[src/design/led_anim_pkg.sv]
`default_nettype none

package led_anim_pkg;

    localparam int LED_COUNT = 8;
    localparam int ADDR_W    = (LED_COUNT > 1) ? $clog2(LED_COUNT) : 1;
    localparam int IDX_W     = 8;
    localparam int LVL_W     = 8;

    localparam logic [ADDR_W-1:0] LAST_ADDR = ADDR_W'(LED_COUNT - 1);
    localparam logic [LVL_W-1:0]  LVL_FULL  = 8'hFF;

    typedef enum logic [1:0] {
        OP_WRITE = 2'd0,
        OP_READ  = 2'd1,
        OP_TICK  = 2'd2
    } t_op;

    typedef enum logic [1:0] {
        MODE_OFF   = 2'd0,
        MODE_ON    = 2'd1,
        MODE_FLASH = 2'd2,
        MODE_PULSE = 2'd3
    } t_mode;

    typedef enum logic [2:0] {
        COLOR_WHITE = 3'd0,
        COLOR_RED   = 3'd1,
        COLOR_GREEN = 3'd2,
        COLOR_BLUE  = 3'd3
    } t_color;

    typedef enum logic [1:0] {
        ST_IDLE,
        ST_READ,
        ST_TICK
    } t_state;

    typedef struct packed {
        t_op              op;
        logic [IDX_W-1:0] led_index;
        logic [1:0]       mode;
        logic [2:0]       color;
    } t_in_word;

    typedef struct packed {
        logic [IDX_W-1:0] out_index;
        logic [LVL_W-1:0] red;
        logic [LVL_W-1:0] green;
        logic [LVL_W-1:0] blue;
        logic [1:0]       stored_mode;
        logic [2:0]       stored_color;
        logic             last;
    } t_out_word;

    typedef struct packed {
        logic [2:0] color;
        logic [1:0] mode;
    } t_entry;

    typedef struct packed {
        logic [LVL_W-1:0] red;
        logic [LVL_W-1:0] green;
        logic [LVL_W-1:0] blue;
    } t_rgb;

    // Drive level for one mode at the given phase.
    function automatic logic [LVL_W-1:0] level_of(logic [1:0] mode, logic [5:0] phase);
        logic [LVL_W-1:0] lvl;
        lvl = '0;
        case (mode)
            MODE_OFF:   lvl = '0;
            MODE_ON:    lvl = LVL_FULL;
            MODE_FLASH: lvl = phase[3] ? '0 : LVL_FULL;
            // triangle: p*8 rising, (63-p)*8 falling; 63-p is ~p[4:0] in the top half
            MODE_PULSE: lvl = phase[5] ? {~phase[4:0], 3'b000} : {phase[4:0], 3'b000};
            default:    lvl = '0;
        endcase
        return lvl;
    endfunction

    function automatic t_rgb color_apply(logic [2:0] color, logic [LVL_W-1:0] lvl);
        t_rgb rgb;
        rgb = '0;
        case (color)
            COLOR_WHITE: rgb = '{red: lvl, green: lvl, blue: lvl};
            COLOR_RED:   rgb.red   = lvl;
            COLOR_GREEN: rgb.green = lvl;
            COLOR_BLUE:  rgb.blue  = lvl;
            default:     rgb = '0;
        endcase
        return rgb;
    endfunction

endpackage

`default_nettype wire

[src/design/led_effect_animator.sv]
`default_nettype none

// LED effect animator. Holds a mode/color entry per LED in a small synchronous
// table plus a 6-bit animation phase. A write word stores one entry (indexes
// past the LED count are dropped). A read word's entry is read from the table
// into a read register and then, once the output register is free, into the
// output register (zeros when out of range); the input is taken again when the
// state returns to idle. A tick word advances the phase and then streams one RGB
// word per LED, in index order, with last set on the final one; the table's
// single read port delivers one entry per cycle while the output is not stalled.
// The input is stalled while a read or tick is in progress; a finished word can
// sit in the output register while the next input word is taken.
module led_effect_animator
    import led_anim_pkg::*;
(
    input  wire logic      i_clk,
    input  wire logic      i_rst_n,
    input  wire logic      i_in_valid,
    output logic           o_in_stall,
    input  wire t_in_word  i_in_word,
    output logic           o_out_valid,
    input  wire logic      i_out_stall,
    output t_out_word      o_out_word
);

    t_entry              mem [0:LED_COUNT-1];
    logic [LED_COUNT-1:0] r_vld;

    t_state              r_state, n_state;
    logic [ADDR_W-1:0]   r_cnt, n_cnt;
    logic [5:0]          r_phase, n_phase;
    logic                r_out_valid, n_out_valid;
    t_out_word           r_out_word, n_out_word;
    logic [IDX_W-1:0]    r_rd_idx, n_rd_idx;
    logic                r_rd_inrng, n_rd_inrng;
    t_entry              r_rd_data;
    logic                r_rd_vld;

    logic                rd_en, wr_en;
    logic [ADDR_W-1:0]   rd_addr;
    logic                in_accept, in_rng, out_free;
    logic [ADDR_W-1:0]   in_addr;
    t_entry              entry;
    t_rgb                rgb;

    assign in_accept = i_in_valid && !o_in_stall;
    assign in_rng    = i_in_word.led_index < IDX_W'(LED_COUNT);
    assign in_addr   = i_in_word.led_index[ADDR_W-1:0];
    assign out_free  = !r_out_valid || !i_out_stall;
    // never-written entries read as off/white
    assign entry     = r_rd_vld ? r_rd_data : '0;
    assign rgb       = color_apply(entry.color, level_of(entry.mode, r_phase));

    assign o_in_stall  = (r_state != ST_IDLE);
    assign o_out_valid = r_out_valid;
    assign o_out_word  = r_out_word;

    always_comb begin
        n_state     = r_state;
        n_cnt       = r_cnt;
        n_phase     = r_phase;
        n_out_valid = r_out_valid && i_out_stall;
        n_out_word  = r_out_word;
        n_rd_idx    = r_rd_idx;
        n_rd_inrng  = r_rd_inrng;
        rd_en       = 1'b0;
        wr_en       = 1'b0;
        rd_addr     = in_addr;
        case (r_state)
            ST_IDLE: begin
                if (in_accept) begin
                    case (i_in_word.op)
                        OP_WRITE: wr_en = in_rng;
                        OP_READ: begin
                            rd_en      = in_rng;
                            n_rd_idx   = i_in_word.led_index;
                            n_rd_inrng = in_rng;
                            n_state    = ST_READ;
                        end
                        OP_TICK: begin
                            n_phase = r_phase + 6'd1;
                            rd_en   = 1'b1;
                            rd_addr = '0;
                            n_cnt   = '0;
                            n_state = ST_TICK;
                        end
                        default: ;
                    endcase
                end
            end
            ST_READ: begin
                if (out_free) begin
                    n_out_valid              = 1'b1;
                    n_out_word               = '0;
                    n_out_word.out_index     = r_rd_idx;
                    n_out_word.stored_mode   = r_rd_inrng ? entry.mode  : '0;
                    n_out_word.stored_color  = r_rd_inrng ? entry.color : '0;
                    n_out_word.last          = 1'b1;
                    n_state                  = ST_IDLE;
                end
            end
            ST_TICK: begin
                if (out_free) begin
                    n_out_valid          = 1'b1;
                    n_out_word           = '0;
                    n_out_word.out_index = IDX_W'(r_cnt);
                    n_out_word.red       = rgb.red;
                    n_out_word.green     = rgb.green;
                    n_out_word.blue      = rgb.blue;
                    n_out_word.last      = (r_cnt == LAST_ADDR);
                    if (r_cnt == LAST_ADDR) begin
                        n_state = ST_IDLE;
                    end else begin
                        rd_en   = 1'b1;
                        rd_addr = r_cnt + ADDR_W'(1);
                        n_cnt   = r_cnt + ADDR_W'(1);
                    end
                end
            end
            default: n_state = ST_IDLE;
        endcase
    end

    always_ff @(posedge i_clk) begin
        if (!i_rst_n) begin
            r_state     <= ST_IDLE;
            r_cnt       <= '0;
            r_phase     <= '0;
            r_out_valid <= 1'b0;
            r_vld       <= '0;
        end else begin
            r_state     <= n_state;
            r_cnt       <= n_cnt;
            r_phase     <= n_phase;
            r_out_valid <= n_out_valid;
            if (wr_en) begin
                r_vld[in_addr] <= 1'b1;
            end
        end
    end

    always_ff @(posedge i_clk) begin
        r_out_word <= n_out_word;
        r_rd_idx   <= n_rd_idx;
        r_rd_inrng <= n_rd_inrng;
    end

    // Writes happen only on a write word and reads only on a read or tick word or
    // in the tick state, so a read and a write never hit the table in the same cycle.
    always_ff @(posedge i_clk) begin
        if (wr_en) begin
            mem[in_addr] <= '{color: i_in_word.color, mode: i_in_word.mode};
        end
        if (rd_en) begin
            r_rd_data <= mem[rd_addr];
            r_rd_vld  <= r_vld[rd_addr];
        end
    end

endmodule

`default_nettype wire

[config.mk]
export PLATFORM = sky130hd
export DESIGN_NAME = led_effect_animator
export DESIGN_NICKNAME = d
export VERILOG_FILES = /design/src/design/led_anim_pkg.sv /design/src/design/led_effect_animator.sv
export SDC_FILE = /design/constraint.sdc
export NUM_CORES = 1
export LEC_CHECK = 0
export ABC_CLOCK_PERIOD_IN_PS = 3670
export BUFFER_PORTS_ARGS = -buffer_cell sky130_fd_sc_hd__buf_2
export CORE_UTILIZATION = 57
export CTS_CLUSTER_DIAMETER = 80
export DETAILED_ROUTE_END_ITERATION = 10
export GPL_TIMING_DRIVEN = 1
export HOLD_SLACK_MARGIN = 0.05
export PLACE_DENSITY_LB_ADDON = 0.25
export SLEW_MARGIN = 20
export SYNTH_ARGS = -nofsm -noshare
export SYNTH_HDL_FRONTEND = slang
export SYNTH_SLANG_ARGS = --single-unit
[constraint.sdc]
create_clock -name i_clk -period 3.67 [get_ports i_clk]
set_clock_uncertainty 0.1 [all_clocks]
set_input_delay 0.1835 -clock i_clk [delete_from_list [all_inputs] [get_ports i_clk]]
set_output_delay 0.1835 -clock i_clk [all_outputs]
set_load 0.1 [all_outputs]
==> results.py, run 1 <==
metrics = {
    "power_and_ir_drop": {
        "p_int_w": 0.00170,
        "pwr-share-clk_pct": 29.7,
        "irDropWorstVdd_mv": 0.325,
        "switching_share_pct": 30.4,
        "p_switching_w": 0.000741,
        "comb_power_share_pct": 14.6,
        "seqPwrFrac_pct": 55.7,
        "leakage_nw": 1.89,
        "p_per_area_mw_per_mm2": 463,
    },
    "route": {
        "wire_per_inst_um": 16.9,
        "drt_iter0_markers": 176,
        "dr.pass1.iters": 6,
        "ant_nets": 0,
        "drc_errors": 0,
        "dr_total_vias": 2980,
        "vias_per_cell": 5.62,
        "wirelength_um": 8930,
    },
    "clock_tree": {
        "cts_resized": 0,
        "cts_tree": "done",
        "path_clk_slew_ns": 0.11,
        "h-tree-depth": 3,
        "postCtsSetupBuffers": 0,
        "cts_num_sinks": 107,
        "cts_hold_buf": 14,
        "clockBufferDepth": 2,
        "clockRootBuffer": "clkbuf_8",
        "clkLatencyLatePin_ns": 0.39,
        "numCtsBuffers": 9,
    },
    "cells_and_area": {
        "final_util_pct": 67.8,
        "n_antenna_cell": 0,
        "drive_above_1_share_pct": 19.9,
        "fin_area_mm2": 0.00527,
        "syn_to_final_growth_pct": 15.0,
        "final_nets": 451,
        "fillers": 565,
    },
    "logic_synthesis": {
        "synth_common_cells": "edfxtp_1, nor2_1, a211oi_1",
        "ys_async_sr_fraction_pct": 0,
        "synth_area_leaders": "edfxtp_1, dfxtp_1, a211oi_1, a21boi_0, ha_1",
        "synth_edf_count": 87,
        "syn-instance-count": 355,
        "netlist_area_mm2": 0.00458,
        "yosysSeqAreaShare_pct": 65.8,
        "synthDistinctLibCells": 40,
        "syn_area_per_cell_um2": 12.9,
        "ys_seq_elements": 107,
        "ys_warn_count": 0,
        "synth_top_area_share_pct": 57.0,
        "synth.most_common_cell": "edfxtp_1",
        "ys.flop_type": "edfxtp_1",
        "syn-num-nets": 383,
        "synth_top_area_cell": "edfxtp_1",
    },
    "sta": {
        "fin_tns_setup_ns": 0,
        "finalCritPeriodShare_pct": 86.2,
        "min_period_ns": 3.16,
        "finalSetupViolCount": 0,
        "maxSlewHeadroom_pct": 45.8,
        "fin_ws_ns": 0.506,
        "rsz0062_at_grt": "no",
        "worst_pin_slew_ns": 0.791,
        "timing.fmax_ghz": 0.316,
        "slew_viol_final": 0,
        "hold_violations": 0,
    },
    "hold_path": {
        "hp-class": "input pin to flip-flop",
        "min_path_cells": 2,
        "min-delay-start": "i_rst_n",
    },
    "outcome": {
        "status": "finished, final reports clean",
    },
    "floorplan": {
        "initial_core_util_pct": 59.0,
        "row_count": 32,
        "coreArea_mm2": 0.00777,
        "die_x_um": 91.6,
        "die-area_mm2": 0.00840,
        "ios": 59,
        "fp.dieH_um": 91.6,
    },
    "critical_path": {
        "r2r_start": "r_cnt[0]",
        "start_kind": "flip-flop",
        "crit_arrival_ns": 3.20,
        "critical_path_required_ns": 3.70,
        "cpMaxStageDelayCell": "mux2i_1",
        "end_kind": "flip-flop",
        "critPathKind": "flip-flop to flip-flop",
        "cp_common_cell": "ha_1",
        "reg2regPathDepth": 7,
        "critPathMaxStageDelay_ns": 0.74,
        "worst-path-max-fanout": 14,
        "cp_cell_sequence": "ha_1, ha_1, a21oi_2, mux2i_1, nand2_1, a211oi_1, nor4_1",
        "startpoint": "r_cnt[0]",
    },
    "placed_design": {
        "gp_congestion": 0.875,
        "io_buffers": 58,
        "placed_area_mm2": 0.00492,
        "place_ws_ns": 0.554,
        "hpwl_um": 6260,
    },
    "grt": {
        "grt_usage_pct": 23.0,
        "grt_max_degree": 33,
        "grt_first_pass_wirelength_um": 14400,
        "first_global_vias": 2865,
        "grt_overflow": 0,
        "antenna_found_initial": 0,
    },
    "run": {
        "cap_violations": 0,
    },
}
area by class of cell:
cell class | count | area (um2) | share of cell area (%)
clock inverters | 7 | 80.1 | 1.52
clock buffers | 9 | 124 | 2.35
flip-flops and latches | 107 | 3010 | 57.2
repair buffers | 75 | 453 | 8.60
inverters | 7 | 26.3 | 0.499
well taps | 102 | 128 | 2.42
multi-input cells | 223 | 1440 | 27.4
layer usage:
| layer | part of all wire, % | global-route usage, % |
|---|---|---|
| met3 | 6.8 | 3.81 |
| met1 | 43 | 30.3 |
| met5 | 0 | 0 |
| met2 | 49 | 38.0 |
| met4 | 1.1 | 9.26 |
metrics by stage:
stage / hold WS, ns / power, W / std cells
4_1_cts: 0.101 / 0.00244 / 530
6_report: 0.101 / 0.00244 / 530
5_1_grt: 0.117 / 0.00251 / 530
3_3_place_gp: 0.272 / 0.00172 / 500
2_1_floorplan: 0.182 / 0.00166 / 355
3_5_place_dp: 0.273 / 0.00173 / 500
registers in the layout, summed over array words and instances (netlist names), 2 cells and up:
signal	cells
mem	40
o_out_word	32
r_rd_idx	8
r_vld	8
r_phase	6
r_rd_data	5
r_cnt	3
r_state	2
cells by family after synthesis:
kind of cell | after synthesis | share of synthesized area (%)
and+or+nand+nor | 116 | 13.1
DFF | 107 | 65.8
AOI/OAI and AO/OA | 82 | 12.5
buffers and inverters | 25 | 2.81
xor gates and xnor gates | 10 | 1.91
adders and majority gates | 9 | 2.46
muxes | 6 | 1.42
power groups by stage:
| stage | Combinational (W) | Sequential [W] | Clock (W) |
|---|---|---|---|
| 3_5_place_dp | 0.000342 | 0.00139 | 0 |
| 4_1_cts | 0.000354 | 0.00136 | 0.000725 |
| 6_report | 0.000355 | 0.00136 | 0.000724 |
| 3_3_place_gp | 0.000337 | 0.00139 | 0 |
| 2_1_floorplan | 0.000140 | 0.00152 | 0 |
| 5_1_grt | 0.000377 | 0.00136 | 0.000773 |
cells in the final DEF (no fill, tap or decap), types with 3 or more instances in the layout:
| cell | instances |
|---|---|
| nand2b_1 | 5 |
| dlygate4sd3_1 | 14 |
| o21ai_0 | 11 |
| buf_4 | 3 |
| a21oi_1 | 8 |
| dfxtp_1 | 20 |
| buf_2 | 58 |
| inv_1 | 7 |
| mux2_2 | 4 |
| a211oi_1 | 24 |
| xnor2_1 | 9 |
| nor4_1 | 6 |
| nand3_1 | 4 |
| o21a_1 | 8 |
| a21boi_0 | 19 |
| and3_1 | 17 |
| nand4_1 | 3 |
| nor2_1 | 30 |
| edfxtp_1 | 87 |
| and2_1 | 14 |
| clkbuf_8 | 9 |
| ha_1 | 9 |
| nand2_1 | 20 |
| nor2b_1 | 11 |
path summary, 6_finish.rpt:
check / end / slack [ns]
worst min register to register: r_vld[3] / 0.39
worst max register to register: r_rd_data[3] / 0.51
worst max-delay path: r_rd_data[3] / 0.51
worst min-delay path: r_vld[1] / 0.10
worst max-delay path, delay by kind of cell (launching register included):
kind	cells	cell delay [ns]
AO/OA/AOI/OAI	2	0.78
multiplexers	1	0.74
AND/OR/NAND/NOR	2	0.52
adder cells (fa/ha/maj)	2	0.41
flip-flops	1	0.36
No activity file was read; power rests on OpenSTA's default activity.
==> run 2, diff against run 1 <==
--- a/config.mk
+++ b/config.mk
@@ -5,9 +5,10 @@
 export SDC_FILE = /design/constraint.sdc
 export NUM_CORES = 1
 export LEC_CHECK = 0
+export ABC_AREA = 1
 export ABC_CLOCK_PERIOD_IN_PS = 3670
 export BUFFER_PORTS_ARGS = -buffer_cell sky130_fd_sc_hd__buf_2
-export CORE_UTILIZATION = 57
+export CORE_UTILIZATION = 58
 export CTS_CLUSTER_DIAMETER = 80
 export DETAILED_ROUTE_END_ITERATION = 10
 export GPL_TIMING_DRIVEN = 1
==> run 2 against run 1 <==
  * Highest routed layer unchanged
  * Die area is 5.0% higher
  * Sequential share of layout area is 2.8 points lower
  * Critical endpoint is now r_rd_data[1]
  * Clock-buffer cell count stayed put
  * Synthesized cell count is 40% higher
  * Global-route usage is 0.35 points lower
==> results.py, run 2 <==
metrics = {
    "grt": {
        "grt_overflow": 0,
        "first_global_vias": 3176,
        "grt_first_pass_wirelength_um": 15000,
        "grt_usage_pct": 22.6,
        "grt_max_degree": 33,
        "antenna_found_initial": 0,
    },
    "critical_path": {
        "crit_arrival_ns": 2.66,
        "critPathKind": "flip-flop to flip-flop",
        "critical_path_required_ns": 3.71,
        "end_kind": "flip-flop",
        "startpoint": "r_state[0]",
        "cpMaxStageDelayCell": "ha_1",
        "r2r_start": "r_state[0]",
        "critPathMaxStageDelay_ns": 0.60,
        "cp_common_cell": "nand2_1",
        "worst-path-max-fanout": 25,
        "cp-endpoint": "r_rd_data[1]",
        "worst_r2r_endpoint": "r_rd_data[1]",
        "reg2reg_slack_ns": 1.04,
        "cp_cell_sequence": "inv_1, ha_1, inv_2, nor2_4, nand3_4, nand3_4, nand2_1, nand3_1, nand2_1, nand2_1, nand2_1",
        "reg2regPathDepth": 11,
        "start_kind": "flip-flop",
    },
    "outcome": {
        "status": "finished, final reports clean",
    },
    "logic_synthesis": {
        "ys.flop_type": "edfxtp_1",
        "synthDistinctLibCells": 33,
        "synth_area_leaders": "edfxtp_1, dfxtp_1, nand2_1, inv_1, nor2_1",
        "ys_async_sr_fraction_pct": 0,
        "syn-num-nets": 525,
        "syn-instance-count": 497,
        "synth_top_area_share_pct": 53.3,
        "syn_area_per_cell_um2": 9.85,
        "netlist_area_mm2": 0.00490,
        "synth_top_area_cell": "edfxtp_1",
        "ys_warn_count": 0,
        "yosysSeqAreaShare_pct": 61.5,
        "synth_common_cells": "nand2_1, inv_1, edfxtp_1",
        "synth.most_common_cell": "nand2_1",
        "synth_edf_count": 87,
        "ys_seq_elements": 107,
    },
    "clock_tree": {
        "numCtsBuffers": 9,
        "clkLatencyLatePin_ns": 0.37,
        "cts_tree": "done",
        "clockBufferDepth": 2,
        "h-tree-depth": 3,
        "path_clk_slew_ns": 0.11,
        "postCtsSetupBuffers": 0,
        "clockRootBuffer": "clkbuf_8",
        "cts_num_sinks": 107,
    },
    "power_and_ir_drop": {
        "p_switching_w": 0.00105,
        "comb_power_share_pct": 25.7,
        "p_int_w": 0.00176,
        "pwr-share-clk_pct": 24.1,
        "power_w": 0.00281,
        "irDropWorstVdd_mv": 0.285,
        "seqPwrFrac_pct": 50.2,
        "p_per_area_mw_per_mm2": 508,
        "leakage_nw": 2.47,
        "switching_share_pct": 37.4,
    },
    "sta": {
        "rsz0062_at_grt": "no",
        "timing.fmax_ghz": 0.381,
        "fin_tns_setup_ns": 0,
        "maxSlewHeadroom_pct": 49.9,
        "worst_pin_slew_ns": 0.749,
        "fin_ws_ns": 1.04,
        "hold_ws_ns": 0.118,
        "finalSetupViolCount": 0,
        "slew_viol_final": 0,
        "min_period_ns": 2.63,
        "hold_violations": 0,
        "finalCritPeriodShare_pct": 71.6,
    },
    "route": {
        "dr.pass1.iters": 5,
        "dr_total_vias": 3433,
        "wire_per_inst_um": 13.5,
        "drc_errors": 0,
        "vias_per_cell": 5.11,
        "drt_iter0_markers": 195,
        "ant_nets": 0,
        "wirelength_um": 9050,
    },
    "floorplan": {
        "row_count": 33,
        "coreArea_mm2": 0.00818,
        "die_x_um": 93.9,
        "initial_core_util_pct": 59.9,
        "die-area_mm2": 0.00882,
        "ios": 59,
        "fp.dieH_um": 93.9,
    },
    "placed_design": {
        "io_buffers": 58,
        "place_ws_ns": 1.06,
        "hpwl_um": 6600,
        "placed_area_mm2": 0.00521,
        "gp_congestion": 0.845,
    },
    "hold_path": {
        "min-delay-start": "i_in_valid",
        "hp-class": "input pin to flip-flop",
    },
    "cells_and_area": {
        "final_nets": 590,
        "largest-register": "mem",
        "largest_reg_flops": 40,
        "drive_above_1_share_pct": 17.3,
        "fin_area_mm2": 0.00553,
        "final_cell_mix": "nand2_1, inv_1, edfxtp_1",
        "syn_to_final_growth_pct": 13.0,
        "n_antenna_cell": 0,
        "final_common_cell": "nand2_1",
    },
    "run": {
        "cap_violations": 0,
    },
}
-- run 2: power by group through the flow --
stage | Combinational, W | Clock, W | Sequential [W]
6_report | 0.000723 | 0.000677 | 0.00141
2_1_floorplan | 0.000265 | 0 | 0.00179
5_1_grt | 0.000764 | 0.000731 | 0.00142
3_3_place_gp | 0.000702 | 0 | 0.00144
4_1_cts | 0.000723 | 0.000687 | 0.00141
3_5_place_dp | 0.000710 | 0 | 0.00144
-- run 2: final cells by class --
class	instances	area, um2
Clock inverter	7	60.1
Fill cell	650	2640
Clock buffer	9	124
Multi-Input combinational cell	276	1410
Sequential cell	107	3010
Timing Repair Buffer	74	445
Tap cell	105	131
Inverter	94	354
-- run 2: worst min-delay path by stage --
stage,end,depth (start not counted)
2_1_floorplan,mem[0][0],0
3_3_place_gp,r_rd_idx[4],1
3_5_place_dp,r_rd_idx[4],1
4_1_cts,r_phase[0],3
5_1_grt,r_phase[0],3
6_report,r_phase[1],3
-- run 2: through the flow --
step,cells,utilization (%)
after floorplan,497,-
after global placement,642,63.7
after detailed placement,642,63.7
after CTS,672,67.7
after global routing,672,67.7
final,672,67.7
-- run 2: cell families after synthesis --
| kind of cell | count (synthesis) | synth area share, % |
|---|---|---|
| xor gates and xnor gates | 4 | 0.716 |
| DFF | 107 | 61.5 |
| AOI/OAI and AO/OA | 30 | 3.48 |
| buffers and inverters | 114 | 9.84 |
| adders and majority gates | 9 | 2.30 |
| and+or+nand+nor | 233 | 22.2 |
-- run 2: worst max-delay path: cells and delay by family, from the launching register on --
family	cells	cell delay (ns)
adder cells (fa/ha/maj)	1	0.60
flip-flops	1	0.34
AND/OR/NAND/NOR	8	1.09
buffers and inverters	2	0.24
-- run 2: what timing repair did --
item | in CTS | in global routing
hold buffers | 14 | 0
hold endpoints to repair | 56 | 0
resized for setup | 0 | 0
-- run 2: routing by layer --
metal  vias up  part of all wire [%]  global-route usage [%]
met5         -                     0                       0
met4         0                   2.4                    10.6
met3        18                   5.6                    4.69
met2       133                    48                    35.5
met1      1543                    44                    30.2
li1       1739                     -                       -
